## src/rtl/blas1ve_pkg.sv

```systemverilog
package blas1ve_pkg;

    // Fixed-point format: Q(32-F).F elements, Q(64-2F).2F sums.
    localparam int FRAC_BITS = 16;

    // Port widths.
    localparam int S_TDATA_W  = 64;
    localparam int M_TDATA_W  = 96;
    localparam int CFG_IDX_W  = 2;
    localparam int CFG_DATA_W = 32;

    // Configuration register indexes.
    localparam logic [CFG_IDX_W-1:0] CFG_OP_MODE    = 2'd0;
    localparam logic [CFG_IDX_W-1:0] CFG_ALPHA_COEF = 2'd1;
    localparam logic [CFG_IDX_W-1:0] CFG_BETA_COEF  = 2'd2;

    // Reset value of alpha and beta: 1.0 in Q.F.
    localparam logic signed [31:0] COEF_ONE = 32'sd1 <<< FRAC_BITS;

    // Saturation limits.
    localparam logic signed [63:0] SAT64_MAX = 64'sh7FFF_FFFF_FFFF_FFFF;
    localparam logic signed [63:0] SAT64_MIN = 64'sh8000_0000_0000_0000;
    localparam logic signed [31:0] SAT32_MAX = 32'sh7FFF_FFFF;
    localparam logic signed [31:0] SAT32_MIN = 32'sh8000_0000;

    // Operation codes of the op_mode register.
    typedef enum logic [2:0] {
        MODE_DOT       = 3'd0,
        MODE_NORM_SQ   = 3'd1,
        MODE_AXPY      = 3'd2,
        MODE_AXPBY     = 3'd3,
        MODE_SCAL      = 3'd4,
        MODE_COPY      = 3'd5,
        MODE_AXPY_NORM = 3'd6
    } op_mode_t;

    // Operand pairs of the shared multiplier.
    typedef enum logic [2:0] {
        MUL_X_Y,
        MUL_X_X,
        MUL_ALPHA_X,
        MUL_BETA_Y,
        MUL_YNEW_SQ
    } mul_sel_t;

    // Sequencer states.
    typedef enum logic [2:0] {
        ST_IDLE,
        ST_MUL_A,
        ST_MUL_B,
        ST_COMBINE,
        ST_SQUARE,
        ST_FINISH
    } ctrl_state_t;

    // Commands from the controller to the datapath.
    typedef struct packed {
        logic     capture;
        mul_sel_t mul_sel;
        logic     load_a;
        logic     load_b;
        logic     combine;
        logic     finish;
    } dp_cmd_t;

    // Status from the datapath to the controller.
    typedef struct packed {
        op_mode_t mode;
        logic     out_free;
    } dp_status_t;

endpackage

```

## src/rtl/blas1ve_ctrl.sv

```systemverilog
module blas1ve_ctrl (
    input  logic                   clk,
    input  logic                   rst_n,
    input  logic                   s_tvalid,
    output logic                   s_tready,
    input  blas1ve_pkg::dp_status_t status,
    output blas1ve_pkg::dp_cmd_t    cmd
);
    import blas1ve_pkg::*;

    ctrl_state_t state_reg;
    ctrl_state_t state_next;

    // State register.
    always_ff @(posedge clk or negedge rst_n)
    begin
        if (!rst_n)
        begin
            state_reg <= ST_IDLE;
        end
        else
        begin
            state_reg <= state_next;
        end
    end

    // Next state: the route through the states depends on the item's mode.
    always_comb
    begin
        state_next = state_reg;
        case (state_reg)
            ST_IDLE:
            begin
                if (s_tvalid)
                begin
                    state_next = ST_MUL_A;
                end
            end
            ST_MUL_A:
            begin
                if (status.mode == MODE_AXPBY)
                begin
                    state_next = ST_MUL_B;
                end
                else if (status.mode inside {MODE_AXPY, MODE_SCAL, MODE_AXPY_NORM})
                begin
                    state_next = ST_COMBINE;
                end
                else
                begin
                    state_next = ST_FINISH;
                end
            end
            ST_MUL_B:
            begin
                state_next = ST_COMBINE;
            end
            ST_COMBINE:
            begin
                if (status.mode == MODE_AXPY_NORM)
                begin
                    state_next = ST_SQUARE;
                end
                else
                begin
                    state_next = ST_FINISH;
                end
            end
            ST_SQUARE:
            begin
                state_next = ST_FINISH;
            end
            ST_FINISH:
            begin
                if (status.out_free)
                begin
                    state_next = ST_IDLE;
                end
            end
            default:
            begin
                state_next = ST_IDLE;
            end
        endcase
    end

    // Outputs: handshake and datapath commands.
    always_comb
    begin
        s_tready    = 1'b0;
        cmd.capture = 1'b0;
        cmd.mul_sel = MUL_ALPHA_X;
        cmd.load_a  = 1'b0;
        cmd.load_b  = 1'b0;
        cmd.combine = 1'b0;
        cmd.finish  = 1'b0;
        case (state_reg)
            ST_IDLE:
            begin
                s_tready    = 1'b1;
                cmd.capture = s_tvalid;
            end
            ST_MUL_A:
            begin
                cmd.load_a = 1'b1;
                if (status.mode == MODE_DOT)
                begin
                    cmd.mul_sel = MUL_X_Y;
                end
                else if (status.mode == MODE_NORM_SQ)
                begin
                    cmd.mul_sel = MUL_X_X;
                end
                else
                begin
                    cmd.mul_sel = MUL_ALPHA_X;
                end
            end
            ST_MUL_B:
            begin
                cmd.mul_sel = MUL_BETA_Y;
                cmd.load_b  = 1'b1;
            end
            ST_COMBINE:
            begin
                cmd.combine = 1'b1;
            end
            ST_SQUARE:
            begin
                cmd.mul_sel = MUL_YNEW_SQ;
                cmd.load_a  = 1'b1;
            end
            ST_FINISH:
            begin
                cmd.finish = status.out_free;
            end
            default:
            begin
                s_tready = 1'b0;
            end
        endcase
    end

endmodule

```

## src/rtl/blas1ve_dp.sv

```systemverilog
module blas1ve_dp #(
    parameter int FRAC_BITS = blas1ve_pkg::FRAC_BITS
) (
    input  logic                                clk,
    input  logic                                rst_n,
    input  logic                                cfg_we,
    input  logic [blas1ve_pkg::CFG_IDX_W-1:0]   cfg_index,
    input  logic [blas1ve_pkg::CFG_DATA_W-1:0]  cfg_wdata,
    // s_tdata fields from bit 0: x_value[31:0], y_value[31:0].
    input  logic [blas1ve_pkg::S_TDATA_W-1:0]   s_tdata,
    // s_tuser fields from bit 0: in_reduction.
    input  logic                                s_tuser,
    input  logic                                s_tlast,
    output logic                                m_tvalid,
    input  logic                                m_tready,
    // m_tdata fields from bit 0: y_result[31:0], sum_result[63:0].
    output logic [blas1ve_pkg::M_TDATA_W-1:0]   m_tdata,
    output logic                                m_tlast,
    // m_tuser fields from bit 0: saturated.
    output logic                                m_tuser,
    input  blas1ve_pkg::dp_cmd_t                cmd,
    output blas1ve_pkg::dp_status_t             status
);
    import blas1ve_pkg::*;

    // Reset value of alpha and beta: 1.0 in Q.F.
    localparam logic signed [31:0] COEF_RESET = 32'sd1 <<< FRAC_BITS;

    // Configuration registers.
    op_mode_t           mode_cfg_reg;
    op_mode_t           mode_cfg_next;
    logic signed [31:0] alpha_reg;
    logic signed [31:0] alpha_next;
    logic signed [31:0] beta_reg;
    logic signed [31:0] beta_next;

    // Captured item.
    op_mode_t           mode_reg;
    op_mode_t           mode_next;
    logic signed [31:0] x_reg;
    logic signed [31:0] x_next;
    logic signed [31:0] y_reg;
    logic signed [31:0] y_next;
    logic               red_reg;
    logic               red_next;
    logic               last_reg;
    logic               last_next;

    // Work registers.
    logic signed [63:0] prod_a_reg;
    logic signed [63:0] prod_a_next;
    logic signed [63:0] prod_b_reg;
    logic signed [63:0] prod_b_next;
    logic signed [31:0] ynew_reg;
    logic signed [31:0] ynew_next;
    logic               sat_reg;
    logic               sat_next;
    logic signed [63:0] acc_reg;
    logic signed [63:0] acc_next;

    // Output register.
    logic               out_valid_reg;
    logic               out_valid_next;
    logic signed [31:0] out_y_reg;
    logic signed [31:0] out_y_next;
    logic signed [63:0] out_sum_reg;
    logic signed [63:0] out_sum_next;
    logic               out_last_reg;
    logic               out_last_next;
    logic               out_sat_reg;
    logic               out_sat_next;

    // Combinational datapath signals.
    logic signed [31:0] mul_a;
    logic signed [31:0] mul_b;
    logic signed [63:0] mul_p;
    logic signed [63:0] y_wide;
    logic signed [63:0] addend;
    logic        [64:0] comb_sum;
    logic               comb_ovf;
    logic signed [63:0] comb_wide;
    logic signed [63:0] comb_q;
    logic               q_ovf;
    logic signed [31:0] comb_y;
    logic               add_en;
    logic        [64:0] acc_sum;
    logic               acc_ovf;
    logic signed [63:0] acc_new;
    logic signed [31:0] y_out;

    // Configuration writes; an unknown index is ignored.
    always_comb
    begin
        mode_cfg_next = mode_cfg_reg;
        alpha_next    = alpha_reg;
        beta_next     = beta_reg;
        if (cfg_we)
        begin
            case (cfg_index)
                CFG_OP_MODE:    mode_cfg_next = op_mode_t'(cfg_wdata[2:0]);
                CFG_ALPHA_COEF: alpha_next    = cfg_wdata;
                CFG_BETA_COEF:  beta_next     = cfg_wdata;
                default:        mode_cfg_next = mode_cfg_reg;
            endcase
        end
    end

    // Item capture.
    always_comb
    begin
        mode_next = mode_reg;
        x_next    = x_reg;
        y_next    = y_reg;
        red_next  = red_reg;
        last_next = last_reg;
        if (cmd.capture)
        begin
            mode_next = mode_cfg_reg;
            x_next    = s_tdata[31:0];
            y_next    = s_tdata[63:32];
            red_next  = s_tuser;
            last_next = s_tlast;
        end
    end

    // Shared 32 x 32 signed multiplier; its product is always registered.
    always_comb
    begin
        case (cmd.mul_sel)
            MUL_X_Y:
            begin
                mul_a = x_reg;
                mul_b = y_reg;
            end
            MUL_X_X:
            begin
                mul_a = x_reg;
                mul_b = x_reg;
            end
            MUL_ALPHA_X:
            begin
                mul_a = alpha_reg;
                mul_b = x_reg;
            end
            MUL_BETA_Y:
            begin
                mul_a = beta_reg;
                mul_b = y_reg;
            end
            MUL_YNEW_SQ:
            begin
                mul_a = ynew_reg;
                mul_b = ynew_reg;
            end
            default:
            begin
                mul_a = x_reg;
                mul_b = y_reg;
            end
        endcase
    end

    assign mul_p       = mul_a * mul_b;
    assign prod_a_next = cmd.load_a ? mul_p : prod_a_reg;
    assign prod_b_next = cmd.load_b ? mul_p : prod_b_reg;

    // Second term of the new y: beta*y, y scaled to Q.2F, or nothing.
    assign y_wide = {{32{y_reg[31]}}, y_reg};

    always_comb
    begin
        case (mode_reg)
            MODE_AXPBY:     addend = prod_b_reg;
            MODE_AXPY:      addend = y_wide <<< FRAC_BITS;
            MODE_AXPY_NORM: addend = y_wide <<< FRAC_BITS;
            default:        addend = '0;
        endcase
    end

    // Saturating add, floor shift back to Q.F, then clamp to 32 bits.
    assign comb_sum  = {prod_a_reg[63], prod_a_reg} + {addend[63], addend};
    assign comb_ovf  = comb_sum[64] ^ comb_sum[63];
    assign comb_wide = comb_ovf ? (comb_sum[64] ? SAT64_MIN : SAT64_MAX)
                                : $signed(comb_sum[63:0]);
    assign comb_q    = comb_wide >>> FRAC_BITS;
    assign q_ovf     = (comb_q[63:31] != '0) && (comb_q[63:31] != '1);
    assign comb_y    = q_ovf ? (comb_q[63] ? SAT32_MIN : SAT32_MAX) : comb_q[31:0];

    assign ynew_next = cmd.combine ? comb_y : ynew_reg;

    // The flag records any clamp of the item's combine step; the accumulator clamp is added at the output.
    always_comb
    begin
        sat_next = sat_reg;
        if (cmd.capture)
        begin
            sat_next = 1'b0;
        end
        else if (cmd.combine)
        begin
            sat_next = comb_ovf | q_ovf;
        end
    end

    // Accumulate the product of a reduction item with saturation.
    assign add_en  = red_reg && (mode_reg inside {MODE_DOT, MODE_NORM_SQ, MODE_AXPY_NORM});
    assign acc_sum = {acc_reg[63], acc_reg}
                   + (add_en ? {prod_a_reg[63], prod_a_reg} : 65'd0);
    assign acc_ovf = acc_sum[64] ^ acc_sum[63];
    assign acc_new = acc_ovf ? (acc_sum[64] ? SAT64_MIN : SAT64_MAX)
                             : $signed(acc_sum[63:0]);

    // A last item reports the sum and clears the accumulator.
    always_comb
    begin
        acc_next = acc_reg;
        if (cmd.finish)
        begin
            acc_next = last_reg ? '0 : acc_new;
        end
    end

    // Element result by mode.
    always_comb
    begin
        case (mode_reg)
            MODE_AXPY:      y_out = ynew_reg;
            MODE_AXPBY:     y_out = ynew_reg;
            MODE_SCAL:      y_out = ynew_reg;
            MODE_AXPY_NORM: y_out = ynew_reg;
            MODE_COPY:      y_out = x_reg;
            default:        y_out = y_reg;
        endcase
    end

    // Output register: loaded when the slot is empty or being emptied.
    assign status.out_free = !out_valid_reg || m_tready;
    assign status.mode     = mode_reg;

    always_comb
    begin
        out_valid_next = out_valid_reg && !m_tready;
        out_y_next     = out_y_reg;
        out_sum_next   = out_sum_reg;
        out_last_next  = out_last_reg;
        out_sat_next   = out_sat_reg;
        if (cmd.finish)
        begin
            out_valid_next = 1'b1;
            out_y_next     = y_out;
            out_sum_next   = last_reg ? acc_new : '0;
            out_last_next  = last_reg;
            out_sat_next   = sat_reg | (add_en & acc_ovf);
        end
    end

    // Control state and configuration.
    always_ff @(posedge clk or negedge rst_n)
    begin
        if (!rst_n)
        begin
            mode_cfg_reg  <= MODE_DOT;
            alpha_reg     <= COEF_RESET;
            beta_reg      <= COEF_RESET;
            acc_reg       <= '0;
            out_valid_reg <= 1'b0;
        end
        else
        begin
            mode_cfg_reg  <= mode_cfg_next;
            alpha_reg     <= alpha_next;
            beta_reg      <= beta_next;
            acc_reg       <= acc_next;
            out_valid_reg <= out_valid_next;
        end
    end

    // Payload registers.
    always_ff @(posedge clk)
    begin
        mode_reg     <= mode_next;
        x_reg        <= x_next;
        y_reg        <= y_next;
        red_reg      <= red_next;
        last_reg     <= last_next;
        prod_a_reg   <= prod_a_next;
        prod_b_reg   <= prod_b_next;
        ynew_reg     <= ynew_next;
        sat_reg      <= sat_next;
        out_y_reg    <= out_y_next;
        out_sum_reg  <= out_sum_next;
        out_last_reg <= out_last_next;
        out_sat_reg  <= out_sat_next;
    end

    assign m_tvalid = out_valid_reg;
    assign m_tdata  = {out_sum_reg, out_y_reg};
    assign m_tlast  = out_last_reg;
    assign m_tuser  = out_sat_reg;

endmodule

```

## src/rtl/blas1_vector_engine_core.sv

```systemverilog
// Streaming BLAS level-1 engine in signed fixed point (Q16.16 elements, Q32.32
// sums at the default FRAC_BITS of 16). Each item carries one x, y element pair
// and yields one item with the updated y element; on an item marked last it also
// carries the finished sum of the reduction modes and clears the accumulator.
// Items are handled one at a time through a single shared 32 x 32 multiplier
// under a small sequencer. After IDLE an item runs MUL_A, FINISH (dot, norm_sq,
// copy); MUL_A, COMBINE, FINISH (axpy, scal); MUL_A, MUL_B, COMBINE, FINISH
// (axpby); MUL_A, COMBINE, SQUARE, FINISH (fused axpy-norm). FINISH waits
// while the output register is full; that register lets a new item be taken
// while the previous result waits. Write configuration only while idle.
module blas1_vector_engine_core #(
    parameter int FRAC_BITS = blas1ve_pkg::FRAC_BITS
) (
    input  logic                                clk,
    input  logic                                rst_n,
    // Configuration: 0 op_mode, 1 alpha_coef, 2 beta_coef.
    input  logic                                cfg_we,
    input  logic [blas1ve_pkg::CFG_IDX_W-1:0]   cfg_index,
    input  logic [blas1ve_pkg::CFG_DATA_W-1:0]  cfg_wdata,
    // Input items.
    input  logic                                s_tvalid,
    output logic                                s_tready,
    // s_tdata fields from bit 0: x_value[31:0], y_value[31:0].
    input  logic [blas1ve_pkg::S_TDATA_W-1:0]   s_tdata,
    // s_tuser fields from bit 0: in_reduction.
    input  logic                                s_tuser,
    // s_tlast: last_item.
    input  logic                                s_tlast,
    // Result items.
    output logic                                m_tvalid,
    input  logic                                m_tready,
    // m_tdata fields from bit 0: y_result[31:0], sum_result[63:0].
    output logic [blas1ve_pkg::M_TDATA_W-1:0]   m_tdata,
    // m_tlast: sum_valid.
    output logic                                m_tlast,
    // m_tuser fields from bit 0: saturated.
    output logic                                m_tuser
);
    import blas1ve_pkg::*;

    dp_cmd_t    cmd;
    dp_status_t status;

    // Sequencer.
    blas1ve_ctrl u_ctrl (
        .clk      (clk),
        .rst_n    (rst_n),
        .s_tvalid (s_tvalid),
        .s_tready (s_tready),
        .status   (status),
        .cmd      (cmd)
    );

    // Arithmetic, accumulator and output register.
    blas1ve_dp #(
        .FRAC_BITS (FRAC_BITS)
    ) u_dp (
        .clk       (clk),
        .rst_n     (rst_n),
        .cfg_we    (cfg_we),
        .cfg_index (cfg_index),
        .cfg_wdata (cfg_wdata),
        .s_tdata   (s_tdata),
        .s_tuser   (s_tuser),
        .s_tlast   (s_tlast),
        .m_tvalid  (m_tvalid),
        .m_tready  (m_tready),
        .m_tdata   (m_tdata),
        .m_tlast   (m_tlast),
        .m_tuser   (m_tuser),
        .cmd       (cmd),
        .status    (status)
    );

endmodule

```

## config.mk

```make
export PLATFORM = sky130hd
export DESIGN_NAME = blas1_vector_engine_core
export DESIGN_NICKNAME = d
export VERILOG_FILES = /design/src/rtl/blas1ve_pkg.sv /design/src/rtl/blas1ve_ctrl.sv /design/src/rtl/blas1ve_dp.sv /design/src/rtl/blas1_vector_engine_core.sv
export SDC_FILE = /design/constraint.sdc
export NUM_CORES = 2
export LEC_CHECK = 0
export BUFFER_PORTS_ARGS = -buffer_cell sky130_fd_sc_hd__buf_4
export CAP_MARGIN = 40
export CORE_ASPECT_RATIO = 0.5
export CORE_MARGIN = 2
export CORE_UTILIZATION = 54
export CTS_CLUSTER_SIZE = 12
export DETAILED_ROUTE_END_ITERATION = 16
export GPL_ROUTABILITY_DRIVEN = 0
export HOLD_SLACK_MARGIN = 0.12
export PLACE_DENSITY = 0.75
export SLEW_MARGIN = 25
export SYNTH_ARGS = -nofsm -noshare
export SYNTH_HDL_FRONTEND = slang
export SYNTH_SLANG_ARGS = --single-unit
```

## constraint.sdc

```tcl
create_clock -name clk -period 15.25 [get_ports clk]
set_input_delay 2.2875 -clock clk [delete_from_list [all_inputs] [get_ports clk]]
set_output_delay 2.2875 -clock clk [all_outputs]
set_load 0.1 [all_outputs]
```

==> results.ini <==
[synth]
synth_warnings = 0
yosysTopAreaCell = fa_1
synth_edf_count = 327
synth_area_leaders = fa_1, edfxtp_1, inv_1, ha_1, dfrtp_1
syn-cell-area_mm2 = 0.06145
yosysSeqAreaShare_pct = 21.51
ys.flop_type = edfxtp_1
avgSynthCellArea_um2 = 9.580
ys_seq_elements = 463
syn_nets = 7916
ys_async_sr_fraction_pct = 29.16
netlist.area_leader.share_pct = 35.28
synth_cells = 6415
post_synth_num_cell_types = 100

[setup_path]
slowest_delay_ns = 0.66
worstPathArrival_ns = 11.12
worstSetupEndpointType = flip-flop
startpoint_type = flip-flop
cp_common_cell = fa_1
crit_buf_inv = 6
path_delay_family = adder cells
required_ns = 15.54
path_class = reg2reg
crit_fanout = 56
cp_slowest_cell = buf_4
reg2reg_slack_ns = 4.42

[clock_network]
clockRootBuffer = clkbuf_16
cts-htree-levels = 2
post-cts-setup-buffer-count = 0
clk_transition_reported_paths_ns = 0.06
clockBufferDepth = 3
cts_resized = 0
cts_buffers = 50
cts.sinks = 463
insertion_delay_ns = 0.61
tritoncts = yes
holdBufCountCts = 0

[detailed_routing]
wirelength_um = 207000
ant_nets = 0
routedWlPerCell_um = 25.69
dr.pass1.iters = 7
viasPerCell = 6.150
drc = 0
drt_iter0_markers = 5776
num_vias = 49540

[timing]
fin_crit_sh_pct = 71.03
fmax_ghz = 0.09232
finalHoldViolCount = 0
setup_viol = 0
finalCriticalPeriod_ns = 10.83
slew_violations = 0
skew_ns = 0.02743
relSlewSlack_pct = 31.23
worstMarginPinSlew_ns = 1.031
hold_ws_ns = 0.4563
rsz0062_at_grt = false
fin_setup_tns_ns = 0

[cells_and_area]
stdcell_area_mm2 = 0.06686
regArea_mm2 = 0.01322
mostFrequentLayoutCells = fa_1, inv_1, nand2_1
drive_above_1_share_pct = 9.142
fillCellCount = 9416
multi_input_area_mm2 = 0.04332
final_nets = 8000
syn2layout_area_growth_pct = 8.800
final_common_cell = fa_1
final_cells = 8056

[floorplan]
die_area_mm2 = 0.1167
initial_core_util_pct = 54.49
rows = 87
io_pins = 205
dieWidth_um = 481.1
die_h_um = 242.5
coreArea_mm2 = 0.1128

[run_status]
status = complete, no violations

[grt]
antenna_found_initial = 4
grt_pass1_vias = 50290
gr-usage-all-layers_pct = 35.72
grt_max_degree = 73
overflow = 0
grt_pass1_wl_um = 309600

[place]
place_inst = 7953
dpl.hpwl_um = 156600
place_area_mm2 = 0.06512
io_buffer_count = 204

[run]
max_cap_violations = 0

[worst_hold_path]
hold_class = reg2reg

==> worst register-to-register path: cells and delay by family (launching register included) <==
kind	cells	cell delay, ns
simple gates	6	1.28
buf+inv	6	1.59
flops	1	0.61
fa+ha+maj	9	4.48
compound gates	8	1.93
xor+xnor	1	0.66
==> synthesized netlist by cell type (13+ instances only) <==
cell type / count
nor2b_1: 35
xor2_1: 56
nor2_1: 767
o211ai_1: 17
a221oi_1: 64
a31oi_1: 19
a221o_1: 35
clkbuf_1: 277
and2_1: 131
o21bai_1: 31
mux2_2: 69
o21a_1: 47
o21ai_1: 49
a21oi_1: 236
nand4_1: 54
o21ai_0: 151
nand3_1: 42
nand2_1: 773
nand2b_1: 27
nor3_1: 30
xnor2_1: 109
and3_1: 19
inv_1: 1060
a22o_1: 39
fa_1: 1083
buf_6: 15
a22oi_1: 34
dfrtp_1: 133
a21o_1: 143
or3_1: 13
edfxtp_1: 327
or2_2: 16
ha_1: 313
==> stage by stage <==
stage | util [%] | worst slack [ns]
2_1_floorplan | - | 4.364
3_3_place_gp | 57.54 | 4.354
3_5_place_dp | 57.74 | 4.325
4_1_cts | 59.19 | 4.309
5_1_grt | 59.28 | 4.025
6_report | 59.29 | 4.418
==> final timing paths <==
path | end | cells after the start | startpoint
hold / removal | u_dp.mode_reg[0]$_DFFE_PP_ | 0 | u_dp.mode_cfg_reg[0]$_DFFE_PN0P_
max in group asynchronous | u_dp.acc_reg[26]$_DFFE_PN0P_ | 3 | rst_n
hold reg to reg | u_dp.mode_reg[0]$_DFFE_PP_ | 0 | u_dp.mode_cfg_reg[0]$_DFFE_PN0P_
setup / recovery | u_dp.prod_a_reg[50]$_DFFE_PP_ | 30 | u_ctrl.state_reg[0]$_DFFE_PN0P_
min in group asynchronous | u_dp.alpha_reg[30]$_DFFE_PN0P_ | 1 | rst_n
setup reg to reg | u_dp.prod_a_reg[50]$_DFFE_PP_ | 30 | u_ctrl.state_reg[0]$_DFFE_PN0P_
==> cell type report <==
type	instances	share of cell area, %
Inverter	1061	5.960
Antenna cell	2	0.007485
Sequential cell	463	19.77
Multi-Input combinational cell	4571	64.79
Clock buffer	76	2.079
Tap cell	1513	2.831
Clock inverter	18	0.3612
Timing Repair Buffer	352	4.201
==> cell families after synthesis <==
group | synth area share (%)
AO/OA/AOI/OAI | 10.67
XOR/XNOR | 2.352
adder cells (fa/ha/maj) | 41.67
buffers and inverters | 8.710
flip-flops | 21.51
multiplexers | 1.330
AND/OR/NAND/NOR | 13.75
==> routing by layer <==
layer,vias up,GRT usage (%),routed length [um]
met1,24280,47.04,73810
met5,-,0.9804,180
met3,900,13.12,33500
met4,6,20.17,15300
li1,20650,-,-
met2,3713,50.87,84210
Power is not shown: default switching activity piles up to over one toggle a cycle in this logic, so the estimate is an artifact.
